==> src/hdl/ordered_array_list_assert.svh <==
// Assertion macros used by the ordered array list top level.
`ifndef ORDERED_ARRAY_LIST_ASSERT_SVH
`define ORDERED_ARRAY_LIST_ASSERT_SVH

`ifndef ASSERT_OFF

// A property that must hold at every rising clock edge out of reset.
`define OAL_ASSERT(label, prop, msg) \
    label: assert property (@(posedge clk) disable iff (!rst_n) (prop)) else $error(msg);

// A condition that implies another in the same cycle.
`define OAL_ASSERT_IMPL(label, ante, cons, msg) \
    label: assert property (@(posedge clk) disable iff (!rst_n) (ante) |-> (cons)) \
        else $error(msg);

// A condition that implies another in the following cycle.
`define OAL_ASSERT_NEXT(label, ante, cons, msg) \
    label: assert property (@(posedge clk) disable iff (!rst_n) (ante) |=> (cons)) \
        else $error(msg);

`else

`define OAL_ASSERT(label, prop, msg)
`define OAL_ASSERT_IMPL(label, ante, cons, msg)
`define OAL_ASSERT_NEXT(label, ante, cons, msg)

`endif

`endif

==> src/hdl/oal_pkg.sv <==
// Types, constants and codes shared by the ordered array list modules.
package oal_pkg;

    localparam int CAPACITY = 16;
    localparam int IDX_W    = (CAPACITY > 1) ? $clog2(CAPACITY) : 1;
    localparam int LEN_W    = $clog2(CAPACITY + 1);
    localparam int POS_W    = 5;
    localparam int CMP_W    = ((LEN_W > POS_W) ? LEN_W : POS_W) + 1;
    localparam int DATA_W   = 32;
    localparam int OP_W     = 2;
    localparam int STAT_W   = 2;

    typedef enum logic [OP_W-1:0] {
        OP_INSERT = 2'd0,
        OP_DELETE = 2'd1,
        OP_GET    = 2'd2,
        OP_LOCATE = 2'd3
    } op_t;

    typedef enum logic [STAT_W-1:0] {
        STATUS_OK      = 2'd0,
        STATUS_BAD_POS = 2'd1,
        STATUS_FULL    = 2'd2
    } status_t;

    typedef enum logic [2:0] {
        ST_IDLE = 3'b001,
        ST_EXEC = 3'b010,
        ST_FIN  = 3'b100
    } state_t;

    // Control broadcast to every cell of the chain.
    typedef struct packed {
        logic              eval;
        logic              ins;
        logic              del;
        logic [CMP_W-1:0]  p0;
        logic [CMP_W-1:0]  len;
        logic [DATA_W-1:0] value;
    } cell_ctrl_t;

endpackage

==> src/hdl/oal_cell.sv <==
// One storage cell of the list chain: holds an entry, shifts, compares and reads.
module oal_cell (
    input  logic                       clk,
    input  logic                       rst_n,
    input  logic [oal_pkg::IDX_W-1:0]  index,
    input  oal_pkg::cell_ctrl_t        ctrl,
    input  logic [oal_pkg::DATA_W-1:0] lower_entry,
    input  logic [oal_pkg::DATA_W-1:0] upper_entry,
    output logic [oal_pkg::DATA_W-1:0] entry,
    output logic                       match,
    output logic [oal_pkg::DATA_W-1:0] rdata
);

    logic [oal_pkg::DATA_W-1:0] entry_reg, entry_next;
    logic                       match_reg, match_next;
    logic [oal_pkg::DATA_W-1:0] rdata_reg, rdata_next;
    logic [oal_pkg::CMP_W-1:0]  idx_e;
    logic [oal_pkg::CMP_W-1:0]  idx_p1;

    assign idx_e  = oal_pkg::CMP_W'(index);
    assign idx_p1 = idx_e + oal_pkg::CMP_W'(1);

    always_comb
    begin
        entry_next = entry_reg;
        if (ctrl.ins)
        begin
            priority if (idx_e == ctrl.p0)
                entry_next = ctrl.value;
            else if (idx_e > ctrl.p0 && idx_e <= ctrl.len)
                entry_next = lower_entry;
            else
                entry_next = entry_reg;
        end
        else if (ctrl.del)
        begin
            // Entries above the removed one move down; the freed top cell clears.
            priority if (idx_e >= ctrl.p0 && idx_p1 < ctrl.len)
                entry_next = upper_entry;
            else if (idx_p1 == ctrl.len)
                entry_next = '0;
            else
                entry_next = entry_reg;
        end
    end

    always_comb
    begin
        match_next = match_reg;
        rdata_next = rdata_reg;
        if (ctrl.eval)
        begin
            match_next = (entry_reg == ctrl.value) && (idx_e < ctrl.len);
            rdata_next = (idx_e == ctrl.p0) ? entry_reg : '0;
        end
    end

    always_ff @(posedge clk or negedge rst_n)
    begin
        if (!rst_n)
        begin
            entry_reg <= '0;
            match_reg <= 1'b0;
        end
        else
        begin
            entry_reg <= entry_next;
            match_reg <= match_next;
        end
    end

    always_ff @(posedge clk)
    begin
        rdata_reg <= rdata_next;
    end

    assign entry = entry_reg;
    assign match = match_reg;
    assign rdata = rdata_reg;

endmodule

==> src/hdl/ordered_array_list.sv <==
// Top level of the ordered array list: request sequencer, cell chain and result register.
// Steps: each request passes through capture, cell update and result collection, and
// the result register is loaded once it is free. A new request is taken only when idle;
// while a result waits, one further request is taken and held.
// Reset: asynchronous; all cells are cleared to zero and the length to zero at once,
// with no clearing pass, so a request may be accepted as soon as reset is released.
`include "ordered_array_list_assert.svh"

module ordered_array_list (
    input  logic                        clk,
    input  logic                        rst_n,
    input  logic                        req_valid,
    output logic                        req_ready,
    input  logic [oal_pkg::OP_W-1:0]    operation,
    input  logic [oal_pkg::POS_W-1:0]   position,
    input  logic [oal_pkg::DATA_W-1:0]  value,
    output logic                        rsp_valid,
    input  logic                        rsp_ready,
    output logic [oal_pkg::STAT_W-1:0]  status,
    output logic [oal_pkg::DATA_W-1:0]  read_value,
    output logic [oal_pkg::POS_W-1:0]   found_position,
    output logic [oal_pkg::POS_W-1:0]   current_length
);

    localparam logic [oal_pkg::LEN_W-1:0] LEN_CAP = oal_pkg::LEN_W'(oal_pkg::CAPACITY);
    localparam logic [oal_pkg::CMP_W-1:0] CMP_CAP = oal_pkg::CMP_W'(oal_pkg::CAPACITY);

    // Sequencer state and the captured request.
    oal_pkg::state_t              state_reg, state_next;
    oal_pkg::op_t                 op_reg;
    logic [oal_pkg::POS_W-1:0]    pos_reg;
    logic [oal_pkg::DATA_W-1:0]   val_reg;
    logic [oal_pkg::LEN_W-1:0]    len_reg, len_next;

    // Outcome of the cell update step, used when the result is collected.
    oal_pkg::status_t             status_reg, status_next;
    logic                         get_ok_reg, get_ok_next;
    logic                         loc_reg, loc_next;

    // Result register on the output side.
    logic                         rsp_valid_reg;
    oal_pkg::status_t             out_status_reg;
    logic [oal_pkg::DATA_W-1:0]   out_read_reg;
    logic [oal_pkg::POS_W-1:0]    out_found_reg;
    logic [oal_pkg::POS_W-1:0]    out_len_reg;

    logic                         accept;
    logic                         load_out;
    logic                         do_ins;
    logic                         do_del;
    logic [oal_pkg::CMP_W-1:0]    pos_e;
    logic [oal_pkg::CMP_W-1:0]    len_e;
    logic                         pos_nz;
    logic                         ins_pos_ok;
    logic                         rng_ok;
    logic                         full;
    oal_pkg::cell_ctrl_t          ctrl;

    logic [oal_pkg::DATA_W-1:0]   entry_w [oal_pkg::CAPACITY];
    logic [oal_pkg::DATA_W-1:0]   rdata_w [oal_pkg::CAPACITY];
    logic [oal_pkg::CAPACITY-1:0] match_w;

    logic [oal_pkg::CMP_W-1:0]    found_cmp;
    logic [oal_pkg::DATA_W-1:0]   rd_or;
    logic [oal_pkg::CMP_W-1:0]    len_out_cmp;

    assign req_ready = (state_reg == oal_pkg::ST_IDLE);
    assign accept    = req_valid && req_ready;
    assign load_out  = (state_reg == oal_pkg::ST_FIN) && (!rsp_valid_reg || rsp_ready);

    // Position checks against the length held before this request.
    assign pos_e      = oal_pkg::CMP_W'(pos_reg);
    assign len_e      = oal_pkg::CMP_W'(len_reg);
    assign pos_nz     = (pos_reg != '0);
    assign ins_pos_ok = pos_nz && (pos_e <= len_e + oal_pkg::CMP_W'(1));
    assign rng_ok     = pos_nz && (pos_e <= len_e);
    assign full       = (len_e == CMP_CAP);

    // The position check of an insert comes before the full check.
    always_comb
    begin
        status_next = status_reg;
        get_ok_next = get_ok_reg;
        loc_next    = loc_reg;
        do_ins      = 1'b0;
        do_del      = 1'b0;
        len_next    = len_reg;
        if (state_reg == oal_pkg::ST_EXEC)
        begin
            status_next = oal_pkg::STATUS_OK;
            get_ok_next = 1'b0;
            loc_next    = 1'b0;
            unique case (op_reg)
                oal_pkg::OP_INSERT:
                begin
                    priority if (!ins_pos_ok)
                        status_next = oal_pkg::STATUS_BAD_POS;
                    else if (full)
                        status_next = oal_pkg::STATUS_FULL;
                    else
                    begin
                        do_ins   = 1'b1;
                        len_next = len_reg + oal_pkg::LEN_W'(1);
                    end
                end
                oal_pkg::OP_DELETE:
                begin
                    if (rng_ok)
                    begin
                        do_del   = 1'b1;
                        len_next = len_reg - oal_pkg::LEN_W'(1);
                    end
                    else
                        status_next = oal_pkg::STATUS_BAD_POS;
                end
                oal_pkg::OP_GET:
                begin
                    if (rng_ok)
                        get_ok_next = 1'b1;
                    else
                        status_next = oal_pkg::STATUS_BAD_POS;
                end
                oal_pkg::OP_LOCATE:
                begin
                    loc_next = 1'b1;
                end
                default:
                begin
                    status_next = oal_pkg::STATUS_OK;
                end
            endcase
        end
    end

    // Control broadcast to the chain. Every cell compares and reads in the
    // update step, while only insert and delete move entries.
    always_comb
    begin
        ctrl.eval  = (state_reg == oal_pkg::ST_EXEC);
        ctrl.ins   = do_ins;
        ctrl.del   = do_del;
        ctrl.p0    = pos_e - oal_pkg::CMP_W'(1);
        ctrl.len   = len_e;
        ctrl.value = val_reg;
    end

    // The chain of cells. The bottom cell sees zero below it and the top cell
    // sees zero above it; a delete from a full list clears it by its own rule.
    for (genvar i = 0; i < oal_pkg::CAPACITY; i++)
    begin : g_cell
        logic [oal_pkg::DATA_W-1:0] lower_w;
        logic [oal_pkg::DATA_W-1:0] upper_w;

        if (i == 0)
        begin : g_bottom
            assign lower_w = '0;
        end
        else
        begin : g_lower
            assign lower_w = entry_w[i-1];
        end

        if (i == oal_pkg::CAPACITY - 1)
        begin : g_top
            assign upper_w = '0;
        end
        else
        begin : g_upper
            assign upper_w = entry_w[i+1];
        end

        oal_cell u_cell (
            .clk         (clk),
            .rst_n       (rst_n),
            .index       (oal_pkg::IDX_W'(i)),
            .ctrl        (ctrl),
            .lower_entry (lower_w),
            .upper_entry (upper_w),
            .entry       (entry_w[i]),
            .match       (match_w[i]),
            .rdata       (rdata_w[i])
        );
    end

    // Collection of the registered cell outputs: the lowest matching cell gives
    // the found position, and at most one cell offers read data.
    always_comb
    begin
        found_cmp = '0;
        rd_or     = '0;
        for (int i = oal_pkg::CAPACITY - 1; i >= 0; i--)
        begin
            if (match_w[i])
                found_cmp = oal_pkg::CMP_W'(i + 1);
        end
        for (int i = 0; i < oal_pkg::CAPACITY; i++)
        begin
            rd_or = rd_or | rdata_w[i];
        end
    end

    assign len_out_cmp = oal_pkg::CMP_W'(len_reg);

    always_comb
    begin
        state_next = state_reg;
        unique case (state_reg)
            oal_pkg::ST_IDLE:
                if (accept)
                    state_next = oal_pkg::ST_EXEC;
            oal_pkg::ST_EXEC:
                state_next = oal_pkg::ST_FIN;
            oal_pkg::ST_FIN:
                if (load_out)
                    state_next = oal_pkg::ST_IDLE;
            default:
                state_next = oal_pkg::ST_IDLE;
        endcase
    end

    always_ff @(posedge clk or negedge rst_n)
    begin
        if (!rst_n)
        begin
            state_reg     <= oal_pkg::ST_IDLE;
            len_reg       <= '0;
            status_reg    <= oal_pkg::STATUS_OK;
            get_ok_reg    <= 1'b0;
            loc_reg       <= 1'b0;
            rsp_valid_reg <= 1'b0;
        end
        else
        begin
            state_reg  <= state_next;
            len_reg    <= len_next;
            status_reg <= status_next;
            get_ok_reg <= get_ok_next;
            loc_reg    <= loc_next;
            if (load_out)
                rsp_valid_reg <= 1'b1;
            else if (rsp_ready)
                rsp_valid_reg <= 1'b0;
        end
    end

    // Request capture and result payload carry no reset.
    always_ff @(posedge clk)
    begin
        if (accept)
        begin
            op_reg  <= oal_pkg::op_t'(operation);
            pos_reg <= position;
            val_reg <= value;
        end
        if (load_out)
        begin
            out_status_reg <= status_reg;
            out_read_reg   <= get_ok_reg ? rd_or : '0;
            out_found_reg  <= loc_reg ? found_cmp[oal_pkg::POS_W-1:0] : '0;
            out_len_reg    <= len_out_cmp[oal_pkg::POS_W-1:0];
        end
    end

    assign rsp_valid      = rsp_valid_reg;
    assign status         = out_status_reg;
    assign read_value     = out_read_reg;
    assign found_position = out_found_reg;
    assign current_length = out_len_reg;

    `OAL_ASSERT(a_len_bound, len_reg <= LEN_CAP, "list length above capacity")
    `OAL_ASSERT_NEXT(a_accept_exec, accept, state_reg == oal_pkg::ST_EXEC,
        "accepted item not executed")
    `OAL_ASSERT_IMPL(a_err_keeps_len,
        (state_reg == oal_pkg::ST_EXEC) && (status_next != oal_pkg::STATUS_OK),
        len_next == len_reg, "failed request changed the length")
    `OAL_ASSERT_IMPL(a_found_clean, rsp_valid && (found_position != '0),
        (status == oal_pkg::STATUS_OK) && (read_value == '0),
        "found position with other result fields set")
    `OAL_ASSERT_NEXT(a_fin_loads, load_out,
        rsp_valid_reg && (state_reg == oal_pkg::ST_IDLE),
        "result not presented after collection")

endmodule

==> config.mk <==
export PLATFORM = sky130hd
export DESIGN_NAME = ordered_array_list
export DESIGN_NICKNAME = d
export VERILOG_FILES = /design/src/hdl/oal_pkg.sv /design/src/hdl/oal_cell.sv /design/src/hdl/ordered_array_list.sv
export VERILOG_INCLUDE_DIRS = /design/src /design/src/hdl
export SDC_FILE = /design/constraint.sdc
export NUM_CORES = 2
export LEC_CHECK = 0
export ABC_CLOCK_PERIOD_IN_PS = 28200
export BUFFER_PORTS_ARGS = -buffer_cell sky130_fd_sc_hd__buf_2
export CORE_MARGIN = 3
export CORE_UTILIZATION = 40
export DETAILED_ROUTE_END_ITERATION = 12
export HOLD_SLACK_MARGIN = 0.08
export PLACE_DENSITY = 0.56
export SYNTH_ARGS = -nofsm -noshare
export SYNTH_HDL_FRONTEND = slang
export SYNTH_HIERARCHICAL = 1
export SYNTH_SLANG_ARGS = --single-unit
==> constraint.sdc <==
create_clock -name clk -period 28.2 [get_ports clk]
set_input_delay 2.82 -clock clk [delete_from_list [all_inputs] [get_ports clk]]
set_output_delay 2.82 -clock clk [all_outputs]
set_load 0.02 [all_outputs]
Word level (Yosys, flattened, before mapping)
Index checks and enable logic that the tools add are counted.

word-level totals
  register bits = 1,136
  bits in latches = 0
  bits in writable memories = 0
  bits in read-only memories = 0
  bits of input ports = 43
  output and inout port bits = 46
  memories kept = 0

cells by class
  $add $sub $neg = 4
  $mul = 0
  divide/modulo/power cells = 0
  $lt $le $gt $ge = 67
  equal/unequal tests = 75
  shift operators = 0
  multiplexer cells = 134
  bitwise logic cells = 16
  reductions and logical operators = 99

operators by type and width
  operator                                                          count
  two-way mux 32 bit                                                96
  == test 32 bit                                                    16
  OR 32 bit                                                         15
  logical AND 1 bit                                                 52
  == test 4 x 6 -> 1 bit, first input constant                      8
  greater-or-equal comparator 4 x 6 -> 1 bit, first input constant  8
  greater-than comparator 4 x 6 -> 1 bit, first input constant      8
  inequality test 3 x 1 -> 1 bit, second input constant             16
  AND reduction 3 bit                                               16
  nonzero test 3 bit                                                16
  == test 4 x 5 -> 1 bit, first input constant                      8
  <= comparator 4 x 5 -> 1 bit, first input constant                8
  less-than comparator 4 x 5 -> 1 bit, first input constant         8
  two-way mux 4 bit                                                 8
  == test 3 x 6 -> 1 bit, first input constant                      4
  greater-or-equal comparator 3 x 6 -> 1 bit, first input constant  4
  greater-than comparator 3 x 6 -> 1 bit, first input constant      4
  == test 3 x 5 -> 1 bit, first input constant                      4
  <= comparator 3 x 5 -> 1 bit, first input constant                4
  less-than comparator 3 x 5 -> 1 bit, first input constant         4
  two-way mux 5 bit                                                 4
  two-way mux 3 bit                                                 6
  OR reduction 16 bit                                               1
  two-way mux 1 bit                                                 13
  44 further kinds                                                  64

Depth between registers and ports, before layout
  depth after elaboration = 16
  mapped depth = 15
  mapped depth without buffers = 13

By module
The synthesis kept the hierarchy.

modules (own cells, without submodules)
  module              instances  cells each  area each (um2)
  oal_cell            16         314         4,030.1
  ordered_array_list  1          403         4,918.5

Least setup slack after synthesis
No wires, ideal clock.

  path type = flip-flop to flip-flop
  start point = register state_reg[2]
  end point = register g_cell[10].u_cell.entry_reg (netlist bit g_cell[10].u_cell/entry[0])
  setup time = 0.125 ns
  data arrival time = 14.371 ns
  required time = 28.075 ns
  setup slack = 13.704 ns
  stages on the path, launching flop included = 11
  buffers on the path = 2
  cell sequence = dfrtp_1 nand2b_1 or2_0 buf_2 inv_1 and3_2 nor4bb_1 and2_1 a31o_2 buf_2 mux2_2

RTL lines
  what                    line                       source
  start, declared         ordered_array_list.sv:29   oal_pkg::state_t state_reg, state_next;
  start signal, assigned  ordered_array_list.sv:225  state_reg <= oal_pkg::ST_IDLE;
  start signal, assigned  ordered_array_list.sv:234  state_reg <= state_next;
  end signal, assigned    oal_cell.sv:67             entry_reg <= entry_next;
  end, declared           oal_cell.sv:14             logic [oal_pkg::DATA_W-1:0] entry_reg, entry_next;

==> results by group <==
Outcome
  – Status: finished with violations
  – Violated checks: capacitance limit, slew limit

CTS
  – Clk buf depth: 3
  – Clock root buffer master: clkbuf_16
  – Reg clk slew, reported paths: 0.06 ns
  – Post-CTS resize count: 0
  – H-tree depth: 4
  – CTS tree: yes
  – Hold-fix buffers at CTS: 0
  – Post-CTS Repair Setup Buffers: 0
  – Clock Latency Late Sink: 0.80 ns
  – Clock tree sinks: 1,136
  – TritonCTS Buffers: 133

Drt
  – Routed Antenna Nets: 0
  – Vias/cell: 5.706
  – DR iter-0 viols: 4,202
  – Routed wire length: 218,600 um
  – DR vias: 47,060
  – Detailed Routing Iterations Pass 1: 5
  – Residual DRC count: 0
  – DR WL/cell: 26.50 um

STA
  – Clk_skew: 0.04834 ns
  – Fmax achieved: 152.3 MHz
  – Final hold viol count: 0
  – Period utilization: 0.2329
  – Final min period: 6.568 ns
  – RSZ-0062 raised after global routing: no
  – Final setup TNS: 0 ns
  – Final WS setup: 21.63 ns
  – Fin Hold WS: 0.4593 ns
  – Setup violators final: 0
  – Slew margin rel.: -0.03370
  – Worst Tran Pin Value: 1.536 ns
  – Final Slew Violations: 2

Placed design
  – PortBufs: 88
  – Dpl hpwl: 152,000 um
  – Placed cell count: 7,999
  – Placer Congestion: 0.8648
  – Place WS: 21.78 ns

Floorplanning
  – Die area: 178,500 um^2
  – DIE HEIGHT: 422.5 um
  – Core Area: 172,100 um^2
  – Initial core utilization: 0.4032
  – Ports: 89
  – Die Wd: 422.5 um
  – # rows: 152

Power
  – Pleak: 33.19 nW
  – Peak supply drop: 53.48 uV
  – Pwr/cell area: 67.99 nW/um^2

GRT
  – Vias in the first global route: 46,990
  – GRT Total Usage: 0.2399
  – Pin count of the biggest net entering global routing: 139
  – First-pass GRT wire length: 324,500 um
  – Total congestion overflow: 0
  – Initial antenna violation count: 0

Cells and area
  – Layout cells sized above 1: 0.2591
  – Area grow syn2layout: 12.75%
  – Cell Count, Final, Fillers Out: 8,247
  – NumNets Final: 6,112

Synthesis
  – Mean post-synth cell area: 12.79 um^2
  – Syn Std Cell Area: 69,400 um^2
  – Synth Instances: 5,427
  – Synthesized flop and latch total: 1,136
  – Post-synthesis sequential area ratio: 0.4525
  – Ys Warns: 6
  – Number of flops mapped to enable cells by yosys: 595
  – Yosys cell types: 59
  – Most used flip-flop cell after synthesis: edfxtp_1
  – Ys async rst share: 0.4762

Setup path
  – Worst Path Max Fanout: 81
  – Required @ worst endpoint: 28.92 ns
  – Critical path endpoint category: flop
  – Critical Path Start Type: flop
  – CP Data Arrival Time: 7.29 ns
  – Setup CP Type: flop to flop

Job
  – Max-cap violations: 2

Hold path
  – Tightest Hold Check Type: flop to flop
[cell families after synthesis]
group	after synthesis	share of synthesized area
buffers and inverters	521	0.03454
muxes	1028	0.1927
xor gates and xnor gates	555	0.07004
other	2	0.0001082
DFF	1136	0.4525
adders and majority gates	245	0.04428
and+or+nand+nor	1171	0.1042
AOI/OAI and AO/OA	769	0.1016
[power breakdown]
group	switching, mW	total (mW)	internal, mW
sequential	0.0596	1.98	1.92
clock	0.743	1.74	1.00
combinational	1.12	1.60	0.473
total	1.93	5.32	3.39
[synth_stat cells, types with 19 or more instances]
| library cell | count | share of area |
|---|---|---|
| clkbuf_1 | 208 | 0.011 |
| xor2_1 | 260 | 0.033 |
| xnor2_1 | 295 | 0.037 |
| and2_1 | 530 | 0.048 |
| nor2_1 | 58 | 0.0031 |
| a31o_2 | 32 | 0.0040 |
| buf_1 | 19 | 0.0010 |
| o21ai_0 | 36 | 0.0026 |
| mux2_4 | 480 | 0.10 |
| mux2_2 | 544 | 0.088 |
| a32o_1 | 512 | 0.074 |
| inv_1 | 181 | 0.0098 |
| and3_1 | 19 | 0.0017 |
| nand2_1 | 21 | 0.0011 |
| a21oi_1 | 29 | 0.0021 |
| buf_6 | 48 | 0.0078 |
| nor4_1 | 194 | 0.017 |
| nand4_1 | 98 | 0.0088 |
| edfxtp_1 | 595 | 0.26 |
| nor3_1 | 21 | 0.0015 |
| buf_2 | 65 | 0.0047 |
| nand3_1 | 69 | 0.0050 |
| a41oi_1 | 32 | 0.0040 |
| ha_1 | 244 | 0.044 |
| a21o_1 | 35 | 0.0038 |
| dfrtp_1 | 540 | 0.19 |
| nor2b_1 | 36 | 0.0032 |
[through the flow]
stage                     instance area, um^2    util  total power [mW]
after floorplan                         70830       -             3.060
after global placement                  73880  0.4292             3.571
after detailed placement                73880  0.4292             3.596
after CTS                               78250  0.4546             5.349
after global routing                    78250  0.4546             5.554
final                                   78250  0.4546             5.320
[layout by cell type (no fill, tap or decap), drive strengths merged, types with 17 or more instances in the layout]
cell and count:
a21o 36, and3 20, or3b 18, a31o 32
buf 220, clkinv 40, nand4 98, ha 244
o2111ai 17, conb 384, xor2 260, nand2 21
dfrtp 540, o21ai 37, nor3 21, or2 17
a21oi 30, xnor2 295, and2 546, nand3 69
nor2b 36, a41oi 32, o211ai 17, clkbuf 186
inv 189, nor2 58, nor4 194, edfxtp 595
a32o 512, mux2 1024
[final timing paths]
kind                                     from                     endpoint  slack [ns]  depth (start not counted)
worst max register to register     len_reg[1]  g_cell[12].u_cell/entry[16]       21.63                         16
max in group asynchronous               rst_n    g_cell[7].u_cell/entry[1]       23.16                          4
worst min-delay path            status_reg[0]                    status[0]        0.46                          0
worst min register to register  status_reg[0]                    status[0]        0.46                          0
min in group asynchronous               rst_n  g_cell[13].u_cell/entry[29]        2.06                          1
worst max-delay path               len_reg[1]  g_cell[12].u_cell/entry[16]       21.63                         16
[worst max-delay path: stages (launching register included)]
cell and delay (ns):
dfrtp_1 0.32, buf_4 0.31, inv_1 0.17, ha_1 0.31, inv_1 0.04, ha_1 0.27, nor2b_1 0.13, o21bai_1 0.12
a21oi_1 0.11, nor3b_1 0.28, and3_4 0.80, buf_4 0.72, buf_4 0.76, buf_4 0.72, buf_4 0.84, a32o_1 0.23
mux2_2 0.15
[area by class of cell]
class / count / area, um^2
inverters: 181 / 686.9
diodes: 1 / 2.502
clock buffers: 186 / 3732
repair buffers: 220 / 1454
fillers: 15690 / 93870
clock inverters: 61 / 636.9
well taps: 2310 / 2890
flip-flops and latches: 1136 / 31410
multi-input cells: 4152 / 37440
[per-layer routing]
metal	vias up	part of all wire	track usage
li1	21260	-	-
met1	24160	0.45	0.3299
met2	1330	0.46	0.3820
met3	306	0.049	0.03270
met4	0	0.042	0.09575
met5	-	0	0
(Power assumes the default switching activity.)
